$ cat src/eit_pkg.sv
`timescale 1ns / 1ps
// ----------------------------------------------------------------------------
// eit_pkg
// Shared constants for the edge interval timer: register indexes, widths
// and reset values of the control registers.
// ----------------------------------------------------------------------------
package eit_pkg;

   localparam int CounterBitsDefault = 16;

   // field widths
   localparam int TickW   = 16;
   localparam int UsecW   = 16;
   localparam int ValueW  = 24;
   localparam int ModeW   = 2;
   localparam int CsrIdxW = 3;
   localparam int CsrDataW = 24;

   // register indexes
   localparam logic [CsrIdxW-1:0] RegMeasureMode  = 3'd0;
   localparam logic [CsrIdxW-1:0] RegUsecMul      = 3'd1;
   localparam logic [CsrIdxW-1:0] RegUsecDiv      = 3'd2;
   localparam logic [CsrIdxW-1:0] RegFreqNum      = 3'd3;
   localparam logic [CsrIdxW-1:0] RegSpeedNum     = 3'd4;

   // measure modes
   localparam logic [ModeW-1:0] ModePeriodA  = 2'd0;
   localparam logic [ModeW-1:0] ModeAToB     = 2'd1;
   localparam logic [ModeW-1:0] ModeFreqA    = 2'd2;
   localparam logic [ModeW-1:0] ModeSpeedAB  = 2'd3;

   // reset values
   localparam logic [UsecW-1:0]  UsecMulReset  = 16'd125;
   localparam logic [UsecW-1:0]  UsecDivReset  = 16'd192;
   localparam logic [ValueW-1:0] FreqNumReset  = 24'd1000000;
   localparam logic [ValueW-1:0] SpeedNumReset = 24'd2237414;

endpackage

$ cat src/edge_interval_timer_core.sv
`timescale 1ns / 1ps
// ----------------------------------------------------------------------------
// edge_interval_timer_core
// Tick-driven interval timer: stamps a rising edge on A, then a later edge
// on A or B, and converts the interval to microseconds and a derived rate.
// ----------------------------------------------------------------------------
//
//  channel | direction | handshake          | payload
//  --------+-----------+--------------------+-----------------------------------
//  req     | in        | req_valid/stall    | start_req, pin_a, pin_b (one tick)
//  rsp     | out       | rsp_valid/stall    | elapsed_ticks, elapsed_usec,
//          |           |                    | derived_value, divide_error
//  csr     | in        | csr_write          | csr_index, csr_wdata
//
//  The tick of the closing edge starts a multiply step, then 32 divide
//  steps, plus 24 more in the frequency and speed modes when the
//  microsecond value is nonzero, then a load of the result register.
//  All divide steps run through one shared restoring-divide subtractor.
//  req_stall is high while that sequence runs and while its result waits
//  for a full result register. Reset is synchronous, active high.
//
module edge_interval_timer_core
   import eit_pkg::*;
#(
   parameter int COUNTER_BITS = CounterBitsDefault
) (
   input  logic                clock,
   input  logic                reset,
   // tick input
   input  logic                req_valid,
   output logic                req_stall,
   input  logic                req_start_req,
   input  logic                req_pin_a,
   input  logic                req_pin_b,
   // result output
   output logic                rsp_valid,
   input  logic                rsp_stall,
   output logic [TickW-1:0]    rsp_elapsed_ticks,
   output logic [UsecW-1:0]    rsp_elapsed_usec,
   output logic [ValueW-1:0]   rsp_derived_value,
   output logic                rsp_divide_error,
   // register writes
   input  logic                csr_write,
   input  logic [CsrIdxW-1:0]  csr_index,
   input  logic [CsrDataW-1:0] csr_wdata
);

   localparam int TW = (COUNTER_BITS < TickW) ? COUNTER_BITS : TickW;

   // phase codes
   localparam logic [1:0] PH_IDLE   = 2'd0;
   localparam logic [1:0] PH_FIRST  = 2'd1;
   localparam logic [1:0] PH_SECOND = 2'd2;

   // sequencer codes
   localparam logic [2:0] ST_IDLE = 3'd0;
   localparam logic [2:0] ST_MUL  = 3'd1;
   localparam logic [2:0] ST_DIV1 = 3'd2;
   localparam logic [2:0] ST_DIV2 = 3'd3;
   localparam logic [2:0] ST_DONE = 3'd4;

   localparam logic [4:0] DIV1_LAST = 5'd31;
   localparam logic [4:0] DIV2_LAST = 5'd23;

   // control registers
   logic [ModeW-1:0]  mode_ff;
   logic [UsecW-1:0]  usec_mul_ff;
   logic [UsecW-1:0]  usec_div_ff;
   logic [ValueW-1:0] freq_num_ff;
   logic [ValueW-1:0] speed_num_ff;

   // tick state
   logic [COUNTER_BITS-1:0] cnt_ff;
   logic [COUNTER_BITS-1:0] stamp_ff;
   logic [1:0]              phase_ff;
   logic                    last_a_ff;
   logic                    last_b_ff;

   // sequencer and shared divider
   logic [2:0]        state_ff;
   logic [4:0]        step_ff;
   logic [31:0]       quo_ff;
   logic [15:0]       rem_ff;
   logic [15:0]       dvs_ff;
   logic [TickW-1:0]  ticks_ff;
   logic [UsecW-1:0]  usec_ff;

   // result register
   logic              rsp_valid_ff;
   logic [TickW-1:0]  out_ticks_ff;
   logic [UsecW-1:0]  out_usec_ff;
   logic [ValueW-1:0] out_value_ff;
   logic              out_err_ff;

   logic                    tick_in;
   logic [COUNTER_BITS-1:0] cnt_in;
   logic [COUNTER_BITS-1:0] diff;
   logic                    rise_a;
   logic                    rise_b;
   logic                    second_hit;
   logic                    rate_mode;
   logic [16:0]             rem_shift;
   logic [17:0]             trial;
   logic                    fits;
   logic [15:0]             rem_in;
   logic [31:0]             quo_in;
   logic [UsecW-1:0]        usec_sat;
   logic                    out_free;

   assign tick_in    = req_valid && !req_stall;
   assign cnt_in     = cnt_ff + 1'b1;
   assign diff       = cnt_in - stamp_ff;
   assign rise_a     = req_pin_a && !last_a_ff;
   assign rise_b     = req_pin_b && !last_b_ff;
   assign rate_mode  = (mode_ff == ModeFreqA) || (mode_ff == ModeSpeedAB);
   assign second_hit = ((mode_ff == ModeAToB) || (mode_ff == ModeSpeedAB)) ? rise_b : rise_a;
   assign out_free   = !rsp_valid_ff || !rsp_stall;

   // one restoring-divide step; a zero divisor yields all ones, which
   // saturates the microsecond value as required
   assign rem_shift = {rem_ff, quo_ff[31]};
   assign trial     = {1'b0, rem_shift} - {2'b00, dvs_ff};
   assign fits      = !trial[17];
   assign rem_in    = fits ? trial[15:0] : rem_shift[15:0];
   assign quo_in    = {quo_ff[30:0], fits};
   assign usec_sat  = (quo_in[31:16] != 16'd0) ? 16'hFFFF : quo_in[15:0];

   assign req_stall         = (state_ff != ST_IDLE);
   assign rsp_valid         = rsp_valid_ff;
   assign rsp_elapsed_ticks = out_ticks_ff;
   assign rsp_elapsed_usec  = out_usec_ff;
   assign rsp_derived_value = out_value_ff;
   assign rsp_divide_error  = out_err_ff;

   // control registers
   always_ff @(posedge clock) begin
      if (reset) begin
         mode_ff      <= ModePeriodA;
         usec_mul_ff  <= UsecMulReset;
         usec_div_ff  <= UsecDivReset;
         freq_num_ff  <= FreqNumReset;
         speed_num_ff <= SpeedNumReset;
      end else if (csr_write) begin
         case (csr_index)
            RegMeasureMode: mode_ff      <= csr_wdata[ModeW-1:0];
            RegUsecMul:     usec_mul_ff  <= csr_wdata[UsecW-1:0];
            RegUsecDiv:     usec_div_ff  <= csr_wdata[UsecW-1:0];
            RegFreqNum:     freq_num_ff  <= csr_wdata[ValueW-1:0];
            RegSpeedNum:    speed_num_ff <= csr_wdata[ValueW-1:0];
            default: ;
         endcase
      end
   end

   // tick processing and sequencer
   always_ff @(posedge clock) begin
      if (reset) begin
         cnt_ff    <= '0;
         stamp_ff  <= '0;
         phase_ff  <= PH_IDLE;
         last_a_ff <= 1'b0;
         last_b_ff <= 1'b0;
         state_ff  <= ST_IDLE;
         step_ff   <= '0;
      end else begin
         case (state_ff)
            ST_IDLE: begin
               if (tick_in) begin
                  last_a_ff <= req_pin_a;
                  last_b_ff <= req_pin_b;
                  if (req_start_req) begin
                     cnt_ff   <= '0;
                     phase_ff <= PH_FIRST;
                  end else begin
                     cnt_ff <= cnt_in;
                     case (phase_ff)
                        PH_FIRST: begin
                           if (rise_a) begin
                              stamp_ff <= cnt_in;
                              phase_ff <= PH_SECOND;
                           end
                        end
                        PH_SECOND: begin
                           if (second_hit) begin
                              ticks_ff <= TickW'(diff[TW-1:0]);
                              phase_ff <= PH_IDLE;
                              state_ff <= ST_MUL;
                           end
                        end
                        default: phase_ff <= PH_IDLE;
                     endcase
                  end
               end
            end
            ST_MUL: begin
               quo_ff   <= 32'(ticks_ff) * 32'(usec_mul_ff);
               rem_ff   <= '0;
               dvs_ff   <= usec_div_ff;
               step_ff  <= '0;
               state_ff <= ST_DIV1;
            end
            ST_DIV1: begin
               if ((step_ff == DIV1_LAST) && rate_mode && (usec_sat != 16'd0)) begin
                  usec_ff  <= usec_sat;
                  // numerator left-aligned: 24 steps leave the quotient low
                  quo_ff   <= {(mode_ff == ModeFreqA) ? freq_num_ff : speed_num_ff,
                               8'd0};
                  rem_ff   <= '0;
                  dvs_ff   <= usec_sat;
                  step_ff  <= '0;
                  state_ff <= ST_DIV2;
               end else begin
                  quo_ff  <= quo_in;
                  rem_ff  <= rem_in;
                  step_ff <= step_ff + 1'b1;
                  if (step_ff == DIV1_LAST) begin
                     usec_ff  <= usec_sat;
                     state_ff <= ST_DONE;
                  end
               end
            end
            ST_DIV2: begin
               quo_ff  <= quo_in;
               rem_ff  <= rem_in;
               step_ff <= step_ff + 1'b1;
               if (step_ff == DIV2_LAST) begin
                  state_ff <= ST_DONE;
               end
            end
            ST_DONE: begin
               if (out_free) begin
                  state_ff <= ST_IDLE;
               end
            end
            default: state_ff <= ST_IDLE;
         endcase
      end
   end

   // result register
   always_ff @(posedge clock) begin
      if (reset) begin
         rsp_valid_ff <= 1'b0;
      end else if (state_ff == ST_DONE && out_free) begin
         rsp_valid_ff <= 1'b1;
         out_ticks_ff <= ticks_ff;
         out_usec_ff  <= usec_ff;
         if (!rate_mode) begin
            out_value_ff <= ValueW'(usec_ff);
            out_err_ff   <= 1'b0;
         end else if (usec_ff == 16'd0) begin
            out_value_ff <= '0;
            out_err_ff   <= 1'b1;
         end else begin
            out_value_ff <= quo_ff[ValueW-1:0];
            out_err_ff   <= 1'b0;
         end
      end else if (!rsp_stall) begin
         rsp_valid_ff <= 1'b0;
      end
   end

   // ---- assertions ----
   a_rsp_from_done: assert property (@(posedge clock) disable iff (reset)
      $rose(rsp_valid) |-> $past(state_ff == ST_DONE))
      else $error("result beat raised outside completion");

   a_err_zero: assert property (@(posedge clock) disable iff (reset)
      (rsp_valid && rsp_divide_error) |->
         (rsp_derived_value == '0 && rsp_elapsed_usec == '0))
      else $error("divide error with nonzero value or usec");

   a_plain_mode: assert property (@(posedge clock) disable iff (reset)
      (rsp_valid && !rate_mode) |->
         (rsp_derived_value == ValueW'(rsp_elapsed_usec) && !rsp_divide_error))
      else $error("derived value differs from usec in interval modes");

   a_div2_nonzero: assert property (@(posedge clock) disable iff (reset)
      (state_ff == ST_DIV2) |-> (dvs_ff != 16'd0))
      else $error("second divide started with zero divisor");

endmodule

$ cat config.mk
export PLATFORM = sky130hd
export DESIGN_NAME = edge_interval_timer_core
export DESIGN_NICKNAME = d
export VERILOG_FILES = /design/src/eit_pkg.sv /design/src/edge_interval_timer_core.sv
export SDC_FILE = /design/constraint.sdc
export NUM_CORES = 1
export LEC_CHECK = 0
export BUFFER_PORTS_ARGS = -buffer_cell sky130_fd_sc_hd__buf_2
export CAP_MARGIN = 15
export CORE_UTILIZATION = 42
export DETAILED_ROUTE_END_ITERATION = 10
export GPL_ROUTABILITY_DRIVEN = 0
export PLACE_DENSITY = 0.55
export SETUP_SLACK_MARGIN = 0.15
export SYNTH_ARGS = -nofsm -noshare
export SYNTH_HDL_FRONTEND = slang
export SYNTH_SLANG_ARGS = --single-unit
export TNS_END_PERCENT = 10
$ cat constraint.sdc
create_clock -name clock -period 8.9 [get_ports clock]
set_input_delay 0.89 -clock clock [delete_from_list [all_inputs] [get_ports clock]]
set_output_delay 0.89 -clock clock [all_outputs]
set_load 0.01 [all_outputs]
==> summary.txt <==
Clock tree
  • Clk root buf: clkbuf_16
  • Post-CTS setup buffers: 0
  • Number of CTS-inserted buffers: 31
  • Clk slew on worst S/H paths: 60 ps
  • CTS resizes: 0
  • Htree depth: 1
  • CTS Sinks: 280
  • Clock Latency Late Sink: around 590 ps
  • TritonCTS clock tree: done
  • Clock buffer depth: 3
  • CTS Hold Bufs: 0

Critical path
  • Startpoint types: flip-flop
  • Worst path required time: approximately 9000 ps
  • Crit end category: flip-flop
  • Max FO, Critical Path: 17
  • Crit Path Class: reg2reg
  • Register-to-register setup slack: roughly 2200 ps
  • Arrival @ worst endpoint: around 7100 ps

Drt
  • Pre-antenna DRT Iters: 5
  • DRT antenna net count: 0
  • DR DRC count: 0
  • Iteration-0 DRC Markers: 1084
  • DR vias: roughly 16000
  • Overall routed net length: approximately 57000 µm
  • Detailed-route wire length per cell: between 15 and 20 µm
  • Vias per std cell: between 5 and 6

STA
  • Slew HR: 0.2020
  • Final period util: 0.7570
  • RSZ-0062 raised after global routing: no
  • Pins Over Slew Limit: 0
  • Max Clock Skew: 24.41 ps
  • WHS: roughly 450 ps
  • Fin crit period: a little under 7000 ps
  • Setup TNS: 0 ps
  • Final Setup Violations: 0
  • Worst Tran Pin Value: ~1200 ps
  • Fmax: around 150 MHz
  • Final hold viol count: 0

Logic synthesis
  • FF+latch count, synth: 280
  • Post-synth EDFFs: between 150 and 200
  • Seq/Total Area, Yosys: 0.3370
  • Unique masters post-synth: approximately 70
  • Cell area after synthesis: about 0.021 mm²
  • Cells after synthesis: around 2200
  • Syn avg cell area: about 9.4 µm²
  • Async SR Flop Fraction: 0
  • Yosys warns: 0
  • Post-synth top flop: edfxtp_1
  • Syn_nets: approximately 2600

GRT
  • Met2 Track Usage GR: 0.3999
  • Total GRT Usage: 0.2299
  • Vias in the first global route: between 15000 and 20000
  • Initial antenna violation count: 2
  • Largest net degree at the start of global routing: about 110
  • Global route overflow: 0
  • First-pass GRT wire length: between 90000 and 100000 µm
  • Top Usage Layer GRT: met2
  • Met3 Track Usage GR: 0.02825
  • Met1 Usage GRT: 0.3054

Die
  • Floorplan die width: 226.5 µm
  • Row count: 81
  • Top Ports: 94
  • Chip height: between 200 and 250 µm
  • Initial Util: 0.4291
  • Die area: ~0.051 mm²
  • Core Area: 0.04936 mm²

Cells and area
  • Commonest non-fill, non-tap cells in the layout: nand2_1 (392), inv_1 (284), fa_1 (196)
  • Commonest non-fill, non-tap cell in the layout: nand2_1
  • # nets final: 2664
  • Layout cell share with drive strength beyond 1: 0.09836
  • Area growth syn-to-layout: 10.35%

Flow run
  • Max Cap Viol: 0

Power
  • Maximum vdd drop: ~150 µV
  • PwrDens: between 150 and 200 mW/mm²
  • Leakage: 0.01029 µW

Placement
  • DP HPWL: about 42000 µm
  • Buffers on Ports: 93

Worst hold path
  • Hold Crit Class: reg2reg

Run status
  • Status: complete, no violations
-- cell families after synthesis --
family                     Yosys count  share of synthesized area
buffers and inverters              391                    0.06966
AOI/OAI and AO/OA                  325                    0.09412
and+or+nand+nor                    795                     0.1767
xor gates and xnor gates            69                    0.02854
muxes                               54                    0.02659
DFF                                280                     0.3370
adders and majority gates          335                     0.2674
-- state kept, by name, indices dropped and copies added (netlist names), 24 cells and up --
| signal | flops |
|---|---|
| freq_num_ff | 24 |
| quo_ff | 32 |
| rsp_derived_value | 24 |
| speed_num_ff | 24 |
-- Yosys cell counts, types with 3 or more instances --
cell type	number	area (µm²)
xnor2_1	41	359.1
a211oi_1	20	150.1
buf_1	3	11.26
nor3_1	18	90.09
xor2_1	28	245.2
a21o_1	20	150.1
o211ai_1	4	30.03
a21oi_1	156	780.8
nand4_1	7	43.79
or4_1	3	22.52
clkbuf_1	98	367.9
buf_2	6	30.03
ha_1	139	1739
nor4_1	13	81.33
or2_2	19	118.9
edfxtp_1	153	4594
a31oi_1	6	37.54
nor2_1	102	382.9
a211o_1	4	35.03
nand3_1	38	190.2
nand2b_1	5	31.28
nand2_1	392	1471
and2_1	123	769.5
and3_1	21	131.4
dfxtp_1	127	2542
o21ai_0	55	275.3
mux2_2	18	202.7
fa_1	196	3924
nand3b_1	30	225.2
o21a_1	11	82.58
o21bai_1	7	52.55
inv_1	284	1066
and4_1	3	26.28
mux2i_1	36	360.4
o31ai_1	5	37.54
nor2b_1	10	62.56
a22oi_1	10	75.07
-- cell type report --
cell class	instances	area, µm²
well taps	664	830.8
clock buffers	46	996.0
multi-input cells	1578	12600
flip-flops and latches	280	7137
fillers	4745	25990
inverters	284	1066
repair buffers	119	666.9
clock inverters	11	68.82
diodes	2	5.005
-- through the flow --
step	power (µW)	utilization	std cells	instance area (µm²)	setup slack (ps)
2_1_floorplan	2576	-	2249	21180	2665
3_3_place_gp	2933	0.4516	2924	22290	2334
3_5_place_dp	2958	0.4516	2924	22290	2160
4_1_cts	4284	0.4731	2981	23350	2139
5_1_grt	4496	0.4734	2982	23360	1898
6_report	4246	0.4735	2984	23370	2163
-- metal layers --
layer  vias to the layer above  part of all wire
met5                         -                 0
met4                         0             0.023
met3                        75             0.046
met2                       419              0.49
met1                      7805              0.44
li1                       7449                 -
-- power by group --
group	switching [µW]	leakage, µW	internal [µW]
clock network	550	0.000538	773
registers	52.8	0.00234	1470
logic	822	0.00740	576
total	1420	0.0103	2820
-- critical path, cell delays in order (launching register included) --
cell and delay, ps:
edfxtp_1 880, nand2_1 180, fa_1 570, inv_1 60, fa_1 500, inv_1 60, fa_1 530, inv_1 60
fa_1 440, fa_1 510, inv_1 50, fa_1 480, inv_1 40, ha_1 330, a21o_1 180, a21o_1 170
a21oi_1 170, o41a_4 210, o21ai_2 100, o31a_1 320, o21ai_0 220, o211ai_1 110, a221o_1 300
-- worst paths after layout --
kind | from | end | cells after the start
max | ticks_ff[7]$_DFFE_PP_ | quo_ff[29]$_DFFE_PP_ | 22
min | last_a_ff$_SDFFE_PP0P_ | last_a_ff$_SDFFE_PP0P_ | 2
max reg2reg | ticks_ff[7]$_DFFE_PP_ | quo_ff[29]$_DFFE_PP_ | 22
min reg2reg | last_a_ff$_SDFFE_PP0P_ | last_a_ff$_SDFFE_PP0P_ | 2
No activity file was read; power rests on OpenSTA's default activity.
